## src/hw/rtl/mmh_pkg.sv

```systemverilog
// ----------------------------------------------------------------------------
// mmh_pkg
// Shared types and constants of the min-max heap priority queue.
// ----------------------------------------------------------------------------
`default_nettype none

package mmh_pkg;

	localparam int DEF_CAPACITY = 64;
	localparam int KEY_W        = 32;
	localparam int CNT_W        = 7;
	localparam int S_TDATA_W    = 40;
	localparam int M_TDATA_W    = 48;

	// command codes on the input stream
	localparam logic [1:0] CMD_INSERT  = 2'd0;
	localparam logic [1:0] CMD_DEL_MIN = 2'd1;
	localparam logic [1:0] CMD_DEL_MAX = 2'd2;

	// status codes on the output stream
	localparam logic [1:0] STAT_DONE  = 2'd0;
	localparam logic [1:0] STAT_FULL  = 2'd1;
	localparam logic [1:0] STAT_EMPTY = 2'd2;

	// datapath micro-operations, one per cycle
	typedef enum logic [4:0] {
		OP_NOP,
		OP_LOAD,
		OP_FLAG_FULL,
		OP_FLAG_EMPTY,
		OP_INS_ROOT,
		OP_INS_START,
		OP_INS_PARENT,
		OP_CLIMB,
		OP_TOP2,
		OP_TOP3,
		OP_PICK,
		OP_RD_TOP,
		OP_RD_LAST,
		OP_SETUP,
		OP_SINK_HEAD,
		OP_SCAN,
		OP_DECIDE,
		OP_WR_KEY,
		OP_SINK_PAR,
		OP_FINISH
	} dp_op_t;

	// datapath status seen by the controller
	typedef struct packed {
		logic is_ins;
		logic is_del;
		logic is_del_max;
		logic full;
		logic empty;
		logic ge2;
		logic ge3;
		logic climb_done;
		logic pos_gt_fill;
		logic pos_le_half;
		logic scan_last;
		logic stop;
		logic child;
		logic out_busy;
	} dp_stat_t;

endpackage

`default_nettype wire

```

## src/hw/rtl/mmh_dp.sv

```systemverilog
// ----------------------------------------------------------------------------
// mmh_dp
// Heap store, working registers and output register of the priority queue.
// ----------------------------------------------------------------------------
`default_nettype none

module mmh_dp import mmh_pkg::*; #(
	parameter int CAPACITY = DEF_CAPACITY
) (
	input  wire logic                 clk,
	input  wire logic                 arst_n,
	input  wire dp_op_t               op,
	output dp_stat_t                  stat,
	input  wire logic [S_TDATA_W-1:0] s_tdata,
	output logic                      m_tvalid,
	input  wire logic                 m_tready,
	output logic [M_TDATA_W-1:0]      m_tdata
);

	localparam int AW = $clog2(CAPACITY + 1);
	localparam int CW = AW + 2;

	// heap store, slot 0 unused
	logic signed [KEY_W-1:0] mem [CAPACITY+1];

	logic [1:0]              cmd_q;
	logic signed [KEY_W-1:0] key_q, tmp_q, bestv_q, rd_q, removed_q;
	logic [AW-1:0]           fill_q, pos_q, top_q, best_q, par_q;
	logic                    want_max_q;
	logic [2:0]              cnt_q;
	logic                    v_s1, first_s1;
	logic [AW-1:0]           kidx_s1;
	logic [1:0]              st_q;
	logic [1:0]              out_status_q;
	logic signed [KEY_W-1:0] out_removed_q;
	logic [CNT_W-1:0]        out_count_q;
	logic                    out_valid_q;

	logic                    rd_en, we;
	logic [AW-1:0]           rd_addr, wa;
	logic signed [KEY_W-1:0] wd;

	logic [AW-1:0] ins_n, ins_p, par_pos, new_pos, gp;
	logic          maxp, swap_up, better_c, climb_done;
	logic [CW-1:0] cand;
	logic          cand_ok, better_s, stop, child, swap_p;

	// level of a slot: odd depth is a max level
	function automatic logic max_level(input logic [AW-1:0] idx);
		logic r;
		r = 1'b0;
		for (int i = 0; i < AW; i++) begin
			if (idx[i]) r = i[0];
		end
		return r;
	endfunction

	// decisions of the current step
	always_comb begin
		ins_n    = fill_q + AW'(1);
		ins_p    = ins_n >> 1;
		par_pos  = pos_q >> 1;
		maxp     = max_level(par_pos);
		swap_up  = maxp ? (key_q > rd_q) : (key_q < rd_q);
		new_pos  = swap_up ? par_pos : pos_q;
		gp       = pos_q >> 2;
		better_c = want_max_q ? (key_q > rd_q) : (key_q < rd_q);
		climb_done = (gp == '0) || !better_c;
		if (cnt_q < 3'd2) begin
			cand = {1'b0, pos_q, 1'b0} + CW'(cnt_q[0]);
		end else begin
			cand = {pos_q, 2'b00} + CW'(2'(cnt_q - 3'd2));
		end
		cand_ok  = (cnt_q < 3'd6) && (cand <= CW'(fill_q));
		better_s = want_max_q ? (rd_q > bestv_q) : (rd_q < bestv_q);
		stop     = want_max_q ? (key_q >= bestv_q) : (key_q <= bestv_q);
		child    = (AW+1)'(best_q) <= {pos_q, 1'b1};
		swap_p   = want_max_q ? (key_q < rd_q) : (key_q > rd_q);
	end

	// memory port control
	always_comb begin
		rd_en   = 1'b0;
		rd_addr = '0;
		we      = 1'b0;
		wa      = pos_q;
		wd      = key_q;
		unique case (op)
			OP_INS_ROOT: begin
				we = 1'b1;
				wa = AW'(1);
			end
			OP_INS_START: begin
				rd_en   = 1'b1;
				rd_addr = ins_p;
			end
			OP_INS_PARENT: begin
				rd_en   = 1'b1;
				rd_addr = new_pos >> 2;
				if (swap_up) begin
					we = 1'b1;
					wd = rd_q;
				end
			end
			OP_CLIMB: begin
				we = 1'b1;
				if (!climb_done) begin
					wd      = rd_q;
					rd_en   = 1'b1;
					rd_addr = gp >> 2;
				end
			end
			OP_TOP2: begin
				rd_en   = 1'b1;
				rd_addr = AW'(2);
			end
			OP_TOP3: begin
				rd_en   = 1'b1;
				rd_addr = AW'(3);
			end
			OP_RD_TOP: begin
				rd_en   = 1'b1;
				rd_addr = top_q;
			end
			OP_RD_LAST: begin
				rd_en   = 1'b1;
				rd_addr = fill_q;
			end
			OP_SINK_HEAD: begin
				we = !(pos_q > fill_q) && !(pos_q <= (fill_q >> 1));
			end
			OP_SCAN: begin
				rd_en   = cand_ok;
				rd_addr = cand[AW-1:0];
			end
			OP_DECIDE: begin
				we = 1'b1;
				if (!stop) wd = bestv_q;
				if (!stop && !child) begin
					rd_en   = 1'b1;
					rd_addr = best_q >> 1;
				end
			end
			OP_WR_KEY: we = 1'b1;
			OP_SINK_PAR: begin
				we = swap_p;
				wa = par_q;
			end
			default: ;
		endcase
	end

	// heap store
	always_ff @(posedge clk) begin
		if (we) mem[wa] <= wd;
		if (rd_en) rd_q <= mem[rd_addr];
	end

	// working registers without reset
	always_ff @(posedge clk) begin
		unique case (op)
			OP_LOAD: begin
				cmd_q     <= s_tdata[1:0];
				key_q     <= s_tdata[KEY_W+1:2];
				st_q      <= STAT_DONE;
				removed_q <= '0;
				top_q     <= AW'(1);
			end
			OP_FLAG_FULL:  st_q <= STAT_FULL;
			OP_FLAG_EMPTY: st_q <= STAT_EMPTY;
			OP_INS_START:  pos_q <= ins_n;
			OP_INS_PARENT: begin
				pos_q      <= new_pos;
				want_max_q <= swap_up ? maxp : !maxp;
			end
			OP_CLIMB: if (!climb_done) pos_q <= gp;
			OP_TOP2:  top_q <= AW'(2);
			OP_TOP3:  tmp_q <= rd_q;
			OP_PICK:  if (rd_q > tmp_q) top_q <= AW'(3);
			OP_RD_LAST: removed_q <= rd_q;
			OP_SETUP: begin
				key_q      <= rd_q;
				pos_q      <= top_q;
				want_max_q <= (cmd_q == CMD_DEL_MAX) && (top_q != AW'(1));
			end
			OP_SINK_HEAD: begin
				cnt_q <= '0;
				v_s1  <= 1'b0;
			end
			OP_SCAN: begin
				cnt_q    <= cnt_q + 3'd1;
				v_s1     <= cand_ok;
				first_s1 <= (cnt_q == 3'd0);
				kidx_s1  <= cand[AW-1:0];
				if (v_s1 && (first_s1 || better_s)) begin
					best_q  <= kidx_s1;
					bestv_q <= rd_q;
				end
			end
			OP_DECIDE: begin
				if (!stop) pos_q <= best_q;
				par_q <= best_q >> 1;
			end
			OP_SINK_PAR: if (swap_p) key_q <= rd_q;
			default: ;
		endcase
	end

	// entry count
	always_ff @(posedge clk or negedge arst_n) begin
		if (!arst_n) begin
			fill_q <= '0;
		end else begin
			unique case (op)
				OP_INS_ROOT:  fill_q <= AW'(1);
				OP_INS_START: fill_q <= ins_n;
				OP_SETUP:     fill_q <= fill_q - AW'(1);
				default: ;
			endcase
		end
	end

	// result register
	always_ff @(posedge clk or negedge arst_n) begin
		if (!arst_n) begin
			out_valid_q <= 1'b0;
		end else if (op == OP_FINISH) begin
			out_valid_q <= 1'b1;
		end else if (m_tready) begin
			out_valid_q <= 1'b0;
		end
	end

	always_ff @(posedge clk) begin
		if (op == OP_FINISH) begin
			out_status_q  <= st_q;
			out_removed_q <= removed_q;
			out_count_q   <= CNT_W'(fill_q);
		end
	end

	assign m_tvalid = out_valid_q;
	assign m_tdata  = {(M_TDATA_W-CNT_W-KEY_W-2)'(0), out_count_q, out_removed_q, out_status_q};

	// status to the controller
	always_comb begin
		stat.is_ins      = (cmd_q == CMD_INSERT);
		stat.is_del      = (cmd_q == CMD_DEL_MIN) || (cmd_q == CMD_DEL_MAX);
		stat.is_del_max  = (cmd_q == CMD_DEL_MAX);
		stat.full        = (32'(fill_q) >= 32'(CAPACITY));
		stat.empty       = (fill_q == '0);
		stat.ge2         = (fill_q >= AW'(2));
		stat.ge3         = (fill_q >= AW'(3));
		stat.climb_done  = climb_done;
		stat.pos_gt_fill = (pos_q > fill_q);
		stat.pos_le_half = (pos_q <= (fill_q >> 1));
		stat.scan_last   = (cnt_q == 3'd6);
		stat.stop        = stop;
		stat.child       = child;
		stat.out_busy    = out_valid_q && !m_tready;
	end

endmodule

`default_nettype wire

```

## src/hw/rtl/mmh_ctrl.sv

```systemverilog
// ----------------------------------------------------------------------------
// mmh_ctrl
// Sequencer of the priority queue: steps the datapath through each command.
// ----------------------------------------------------------------------------
`default_nettype none

module mmh_ctrl import mmh_pkg::*; (
	input  wire logic     clk,
	input  wire logic     arst_n,
	input  wire logic     s_tvalid,
	output logic          s_tready,
	input  wire dp_stat_t stat,
	output dp_op_t        op
);

	typedef enum logic [3:0] {
		S_IDLE, S_DISPATCH, S_INS_PAR, S_CLIMB, S_TOP3, S_PICK, S_RD_TOP,
		S_RD_LAST, S_SETUP, S_HEAD, S_SCAN, S_DECIDE, S_WR_KEY, S_SINK_PAR, S_DONE
	} state_t;

	state_t state_q, state_d;

	// next state and datapath operation
	always_comb begin
		state_d = state_q;
		op      = OP_NOP;
		unique case (state_q)
			S_IDLE: begin
				if (s_tvalid) begin
					op      = OP_LOAD;
					state_d = S_DISPATCH;
				end
			end
			S_DISPATCH: begin
				priority if (stat.is_ins) begin
					priority if (stat.full) begin
						op      = OP_FLAG_FULL;
						state_d = S_DONE;
					end else if (stat.empty) begin
						op      = OP_INS_ROOT;
						state_d = S_DONE;
					end else begin
						op      = OP_INS_START;
						state_d = S_INS_PAR;
					end
				end else if (stat.is_del) begin
					priority if (stat.empty) begin
						op      = OP_FLAG_EMPTY;
						state_d = S_DONE;
					end else if (stat.is_del_max && stat.ge2) begin
						op      = OP_TOP2;
						state_d = stat.ge3 ? S_TOP3 : S_RD_TOP;
					end else begin
						state_d = S_RD_TOP;
					end
				end else begin
					state_d = S_DONE;
				end
			end
			S_INS_PAR: begin
				op      = OP_INS_PARENT;
				state_d = S_CLIMB;
			end
			S_CLIMB: begin
				op = OP_CLIMB;
				if (stat.climb_done) state_d = S_DONE;
			end
			S_TOP3: begin
				op      = OP_TOP3;
				state_d = S_PICK;
			end
			S_PICK: begin
				op      = OP_PICK;
				state_d = S_RD_TOP;
			end
			S_RD_TOP: begin
				op      = OP_RD_TOP;
				state_d = S_RD_LAST;
			end
			S_RD_LAST: begin
				op      = OP_RD_LAST;
				state_d = S_SETUP;
			end
			S_SETUP: begin
				op      = OP_SETUP;
				state_d = S_HEAD;
			end
			S_HEAD: begin
				op = OP_SINK_HEAD;
				priority if (stat.pos_gt_fill) state_d = S_DONE;
				else if (stat.pos_le_half)     state_d = S_SCAN;
				else                           state_d = S_DONE;
			end
			S_SCAN: begin
				op = OP_SCAN;
				if (stat.scan_last) state_d = S_DECIDE;
			end
			S_DECIDE: begin
				op = OP_DECIDE;
				priority if (stat.stop) state_d = S_DONE;
				else if (stat.child)    state_d = S_WR_KEY;
				else                    state_d = S_SINK_PAR;
			end
			S_WR_KEY: begin
				op      = OP_WR_KEY;
				state_d = S_DONE;
			end
			S_SINK_PAR: begin
				op      = OP_SINK_PAR;
				state_d = S_HEAD;
			end
			S_DONE: begin
				if (!stat.out_busy) begin
					op      = OP_FINISH;
					state_d = S_IDLE;
				end
			end
			default: state_d = S_IDLE;
		endcase
	end

	always_ff @(posedge clk or negedge arst_n) begin
		if (!arst_n) begin
			state_q <= S_IDLE;
		end else begin
			state_q <= state_d;
		end
	end

	assign s_tready = (state_q == S_IDLE);

endmodule

`default_nettype wire

```

## src/hw/rtl/min_max_heap_depq_top.sv

```systemverilog
// ----------------------------------------------------------------------------
// min_max_heap_depq_top
// Double-ended priority queue kept as a min-max heap in an on-chip store.
// ----------------------------------------------------------------------------
// Each input transaction carries a command (insert, remove minimum, remove
// maximum) and a signed key; each one yields exactly one output transaction
// with a status, the removed key and the entry count after the command.
// Commands are handled one at a time; the heap store serves one read and one
// write per cycle. An insert climbs one grandparent level per step; a removal
// sinks one level of grandchildren per step, and remove maximum with three
// or more keys first compares the two keys below the root. s_tready is high
// only while no command is in work. The result sits in an output register,
// so the next command is taken while a finished result waits; a stalled
// m_tready holds the result stable and holds back the end of the next
// command. Reset empties the heap at once.
// ----------------------------------------------------------------------------
`default_nettype none

module min_max_heap_depq_top import mmh_pkg::*; #(
	parameter int CAPACITY = DEF_CAPACITY
) (
	input  wire logic                 clk,
	input  wire logic                 arst_n,
	input  wire logic                 s_tvalid,
	output logic                      s_tready,
	input  wire logic [S_TDATA_W-1:0] s_tdata,  // command[1:0], key[33:2]
	output logic                      m_tvalid,
	input  wire logic                 m_tready,
	output logic [M_TDATA_W-1:0]      m_tdata   // status[1:0], removed_key[33:2],
	                                            // entry_count[40:34]
);

	dp_op_t   op;
	dp_stat_t stat;

	mmh_ctrl u_ctrl (
		.clk      (clk),
		.arst_n   (arst_n),
		.s_tvalid (s_tvalid),
		.s_tready (s_tready),
		.stat     (stat),
		.op       (op)
	);

	mmh_dp #(
		.CAPACITY (CAPACITY)
	) u_dp (
		.clk      (clk),
		.arst_n   (arst_n),
		.op       (op),
		.stat     (stat),
		.s_tdata  (s_tdata),
		.m_tvalid (m_tvalid),
		.m_tready (m_tready),
		.m_tdata  (m_tdata)
	);

endmodule

`default_nettype wire

```

## config.mk

```make
export PLATFORM = sky130hd
export DESIGN_NAME = min_max_heap_depq_top
export DESIGN_NICKNAME = d
export VERILOG_FILES = /design/src/hw/rtl/mmh_pkg.sv /design/src/hw/rtl/mmh_dp.sv /design/src/hw/rtl/mmh_ctrl.sv /design/src/hw/rtl/min_max_heap_depq_top.sv
export SDC_FILE = /design/constraint.sdc
export NUM_CORES = 2
export LEC_CHECK = 0
export ABC_AREA = 1
export BUFFER_PORTS_ARGS = -buffer_cell sky130_fd_sc_hd__buf_2
export CAP_MARGIN = 30
export CORE_ASPECT_RATIO = 0.9
export CORE_MARGIN = 2
export CORE_UTILIZATION = 30
export CTS_CLUSTER_DIAMETER = 150
export DETAILED_ROUTE_END_ITERATION = 6
export PLACE_DENSITY = 0.52
export SYNTH_ARGS = -nofsm -noshare
export SYNTH_HDL_FRONTEND = slang
export SYNTH_SLANG_ARGS = --single-unit
```

## constraint.sdc

```tcl
create_clock -name clk -period 6 [get_ports clk]
set_clock_uncertainty 0.1 [all_clocks]
set_input_delay 0.3 -clock clk [delete_from_list [all_inputs] [get_ports clk]]
set_output_delay 0.3 -clock clk [all_outputs]
set_load 0.05 [all_outputs]
```

==> results.md <==
* Status: complete, but fails checks
* Failing checks: DRC
* Layout fillers at 34500
* Tmin final at roughly 5600 ps
* Setup Buffers After CTS at 0
* R2R depth at 25
* Worst Hold Depth at 2
* Maximum number of pins on one net before global-route repair at 150
* Reg area at approximately 70000 sq um
* DRT antenna net count at 0
* Detailed Route WL at approximately 340 mm
* Buffer type at the clock tree root: clkbuf_16
* Max-slew headroom at between 20% and 30%
* Post-DR vias/cell at ~5
* Synth top area share at between 60 and 70%
* Core Rows at about 200
* Reg clk slew, reported paths at 60 ps
* RSZ-0062 raised after global routing: false
* Final setup vio count at 0
* Worst Path Max Fanout at 46
* Placed instance area at 114000 sq um
* Combined area of the multi-input logic cells at around 29000 sq um
* Chip width at 630 microns
* Max Cap Viol at 0
* GR Util met1 at around a quarter
* Initial Utilization at slightly above 30%
* IO Pins at 94
* Fraction of layout cells with a size suffix above 1 at between 8 and 9%
* Ys Warns at 0
* Crit path DAT at a little over 6000 ps
* WP data required at ~6500 ps
* HP Class: primary input to flip-flop
* Synth Register Bits at roughly 2300
* H-tree depth at 5
* Clock buffer depth at 4
* # DRC at 20
* Layout Area Growth over Synthesis at 15.5%
* Syn Std Cell Area at around 110000 sq um
* Synth Flop Type: edfxtp_1
* Routed via count at 73000
* Grt total ovfl at 0
* # clock sinks at between 2000 and 2500
* Tightest Pin Transition at between 1000 and 1500 ps
* Met3 GRT Util at around 3.1%
* Port bufs at 80
* Clk_lat worst skew at 860 ps
* Die height at approximately 570 microns
* EDFF count, synth at approximately 2300
* GR Util All Layers at a little under a fifth
* Vias in the first global route at ~69000
* Slew Viols, Final at 0
* Post-synthesis sequential area ratio at roughly two thirds
* Drt pass-1 iters at 7
* Post_cts resized at 0
* CP Launch Type: flip-flop
* CP endpoint kind: flip-flop
* Die Area at roughly 360000 sq um
* Final nets at slightly below 10000
* Ranking of synthesized cells by area: edfxtp_1 66%, nand3_1 9.8%, nand3b_1 6.5%, nand2_1 5.1%, inv_1 4.6%
* First-pass GRT wire length at about 480 mm
* CTS buffer count at around 270
* Post-route cell area at roughly 120000 sq um
* Cell count after synthesis at around 9500
* Yosys top cell by area: edfxtp_1
* Synth async-reset ratio at 0.515%
* CTS tree: yes
* Initial antenna violation count at 19
* Hold Violations, Final at 0
* Iteration-0 DRC Markers at 8562
* Post-DP HPWL at approximately 190 mm
* Max frequency at 179 MHz
* Mean Syn Cell Area at ~11 sq um
* GPL Wtd Cong at 0.858
* Cell variety after synth at 51
* Met2 usage at a little over a quarter
* Setup TNS at 0 ps
* WS Path Type: flip-flop to flip-flop
* Hold_buf cts at 38
* Gr busiest metal: met2
* Routed len/inst at between 20 and 25 microns
* Tcrit/Tclk final at 93.2%
* Core Footprint at around 350000 sq um
sequential cells by signal, indices dropped and copies added (netlist names), 6 cells and up:
register,flops
u_dp.best_q,7
u_dp.bestv_q,32
u_dp.fill_q,7
u_dp.key_q,32
u_dp.kidx_s1,7
u_dp.mem,2080
u_dp.out_count_q,7
u_dp.out_removed_q,32
u_dp.par_q,6
u_dp.pos_q,7
u_dp.rd_q,32
u_dp.removed_q,32
u_dp.tmp_q,32
layer usage:
layer  share of wire (%)  vias to the layer above
met5                   0                        -
met4                 3.3                        0
met3                 8.6                      508
met2                  43                     3150
met1                  45                    36300
li1                    -                    33100
through the flow:
stage	worst slack (ps)	util, %	std cells	hold WS, ps
after floorplan	212	-	9463	-95.6
final	410	34.9	14500	109
after CTS	300	34.9	14400	59.6
after global placement	337	32.4	13900	107
after global routing	73.7	34.9	14400	82.7
after detailed placement	304	32.4	13900	116
layout by cell type (no fill, tap or decap), types with 6 or more instances in the layout:
| cell | count |
|---|---|
| edfxtp_1 | 2320 |
| nand3_1 | 2064 |
| nand2_1 | 1423 |
| inv_1 | 1290 |
| nand3b_1 | 918 |
| clkbuf_16 | 276 |
| buf_4 | 196 |
| ha_1 | 162 |
| nor2_1 | 153 |
| a21oi_1 | 143 |
| buf_12 | 116 |
| buf_2 | 81 |
| o21ai_0 | 75 |
| nor2_4 | 69 |
| clkbuf_1 | 64 |
| clkinv_1 | 63 |
| o211ai_1 | 42 |
| dlygate4sd3_1 | 38 |
| clkinv_2 | 29 |
| nand4_1 | 27 |
| or2_1 | 26 |
| bufinv_16 | 16 |
| diode_2 | 15 |
| nor3_1 | 14 |
| nand2_2 | 13 |
| inv_2 | 12 |
| dfrtp_1 | 12 |
| nor2_2 | 9 |
| inv_6 | 9 |
| o22ai_1 | 7 |
| or2_2 | 7 |
| conb_1 | 7 |
| o21a_1 | 6 |
cells in the mapped netlist, drive strengths merged, types with 5 or more instances:
master and number:
nor2 231, ha 162, or2 33, o21a 6, nand3 2072, inv 1303, clkbuf 142, nor4 6
nand2 1438, dfrtp 12, edfxtp 2320, o21ai 78, o22ai 7, nand3b 918, o211ai 42, nand4 27
a31oi 5, buf 450, nor3 18, a21oi 144
worst paths after layout:
kind,start,to,slack [ps]
min in group asynchronous,arst_n,u_dp.fill_q[3],470
worst min register to register,u_dp.removed_q[11],u_dp.out_removed_q[11],310
worst min-delay path,s_tdata[1],u_dp.cmd_q[1],110
max in group asynchronous,arst_n,u_ctrl.state_q[0],4910
worst max-delay path,u_dp.rd_q[6],u_dp.rd_q[4],410
worst max register to register,u_dp.rd_q[6],u_dp.rd_q[4],410
cell families (layout without fill, tap and decap cells):
group,after synthesis,in the layout,share of synthesized area [%]
other cells,1,22,0.00354
flops,2332,2332,66.1
xor+xnor,7,7,0.0579
fa+ha+maj,162,162,1.92
buf+inv,1898,2200,7.38
simple gates,4744,4744,22.8
compound gates,313,313,1.70
worst max-delay path, stage by stage (launching register included):
cell and delay, ps:
edfxtp_1 510, inv_1 160, ha_1 320, nand2_1 90
nor2_1 50, nor2_1 200, nand2_1 80, nand2_1 60
nand2_1 50, nand2_1 150, nand2_1 90, nand2_2 140
nand3_1 280, nand2_2 230, nand2_1 70, nand3_1 120
nand3_4 460, buf_12 390, nand3_1 150, nand3_1 110
nand3_1 120, nand3_1 370, nand3_1 520, nand2_1 240
nand2_1 110, nand2_1 50
final cells by class:
cell class	instances	share of cell area, %
Multi-Input combinational cell	5233	23.5
Antenna cell	15	0.0307
Clock buffer	341	5.86
Tap cell	4680	4.79
Inverter	1306	4.01
Timing Repair Buffer	433	3.79
Sequential cell	2332	57.2
Clock inverter	120	0.816
Power is left out: the tool's default activity adds up to more than one toggle a clock period on the data nets, which glitch-free logic cannot reach.
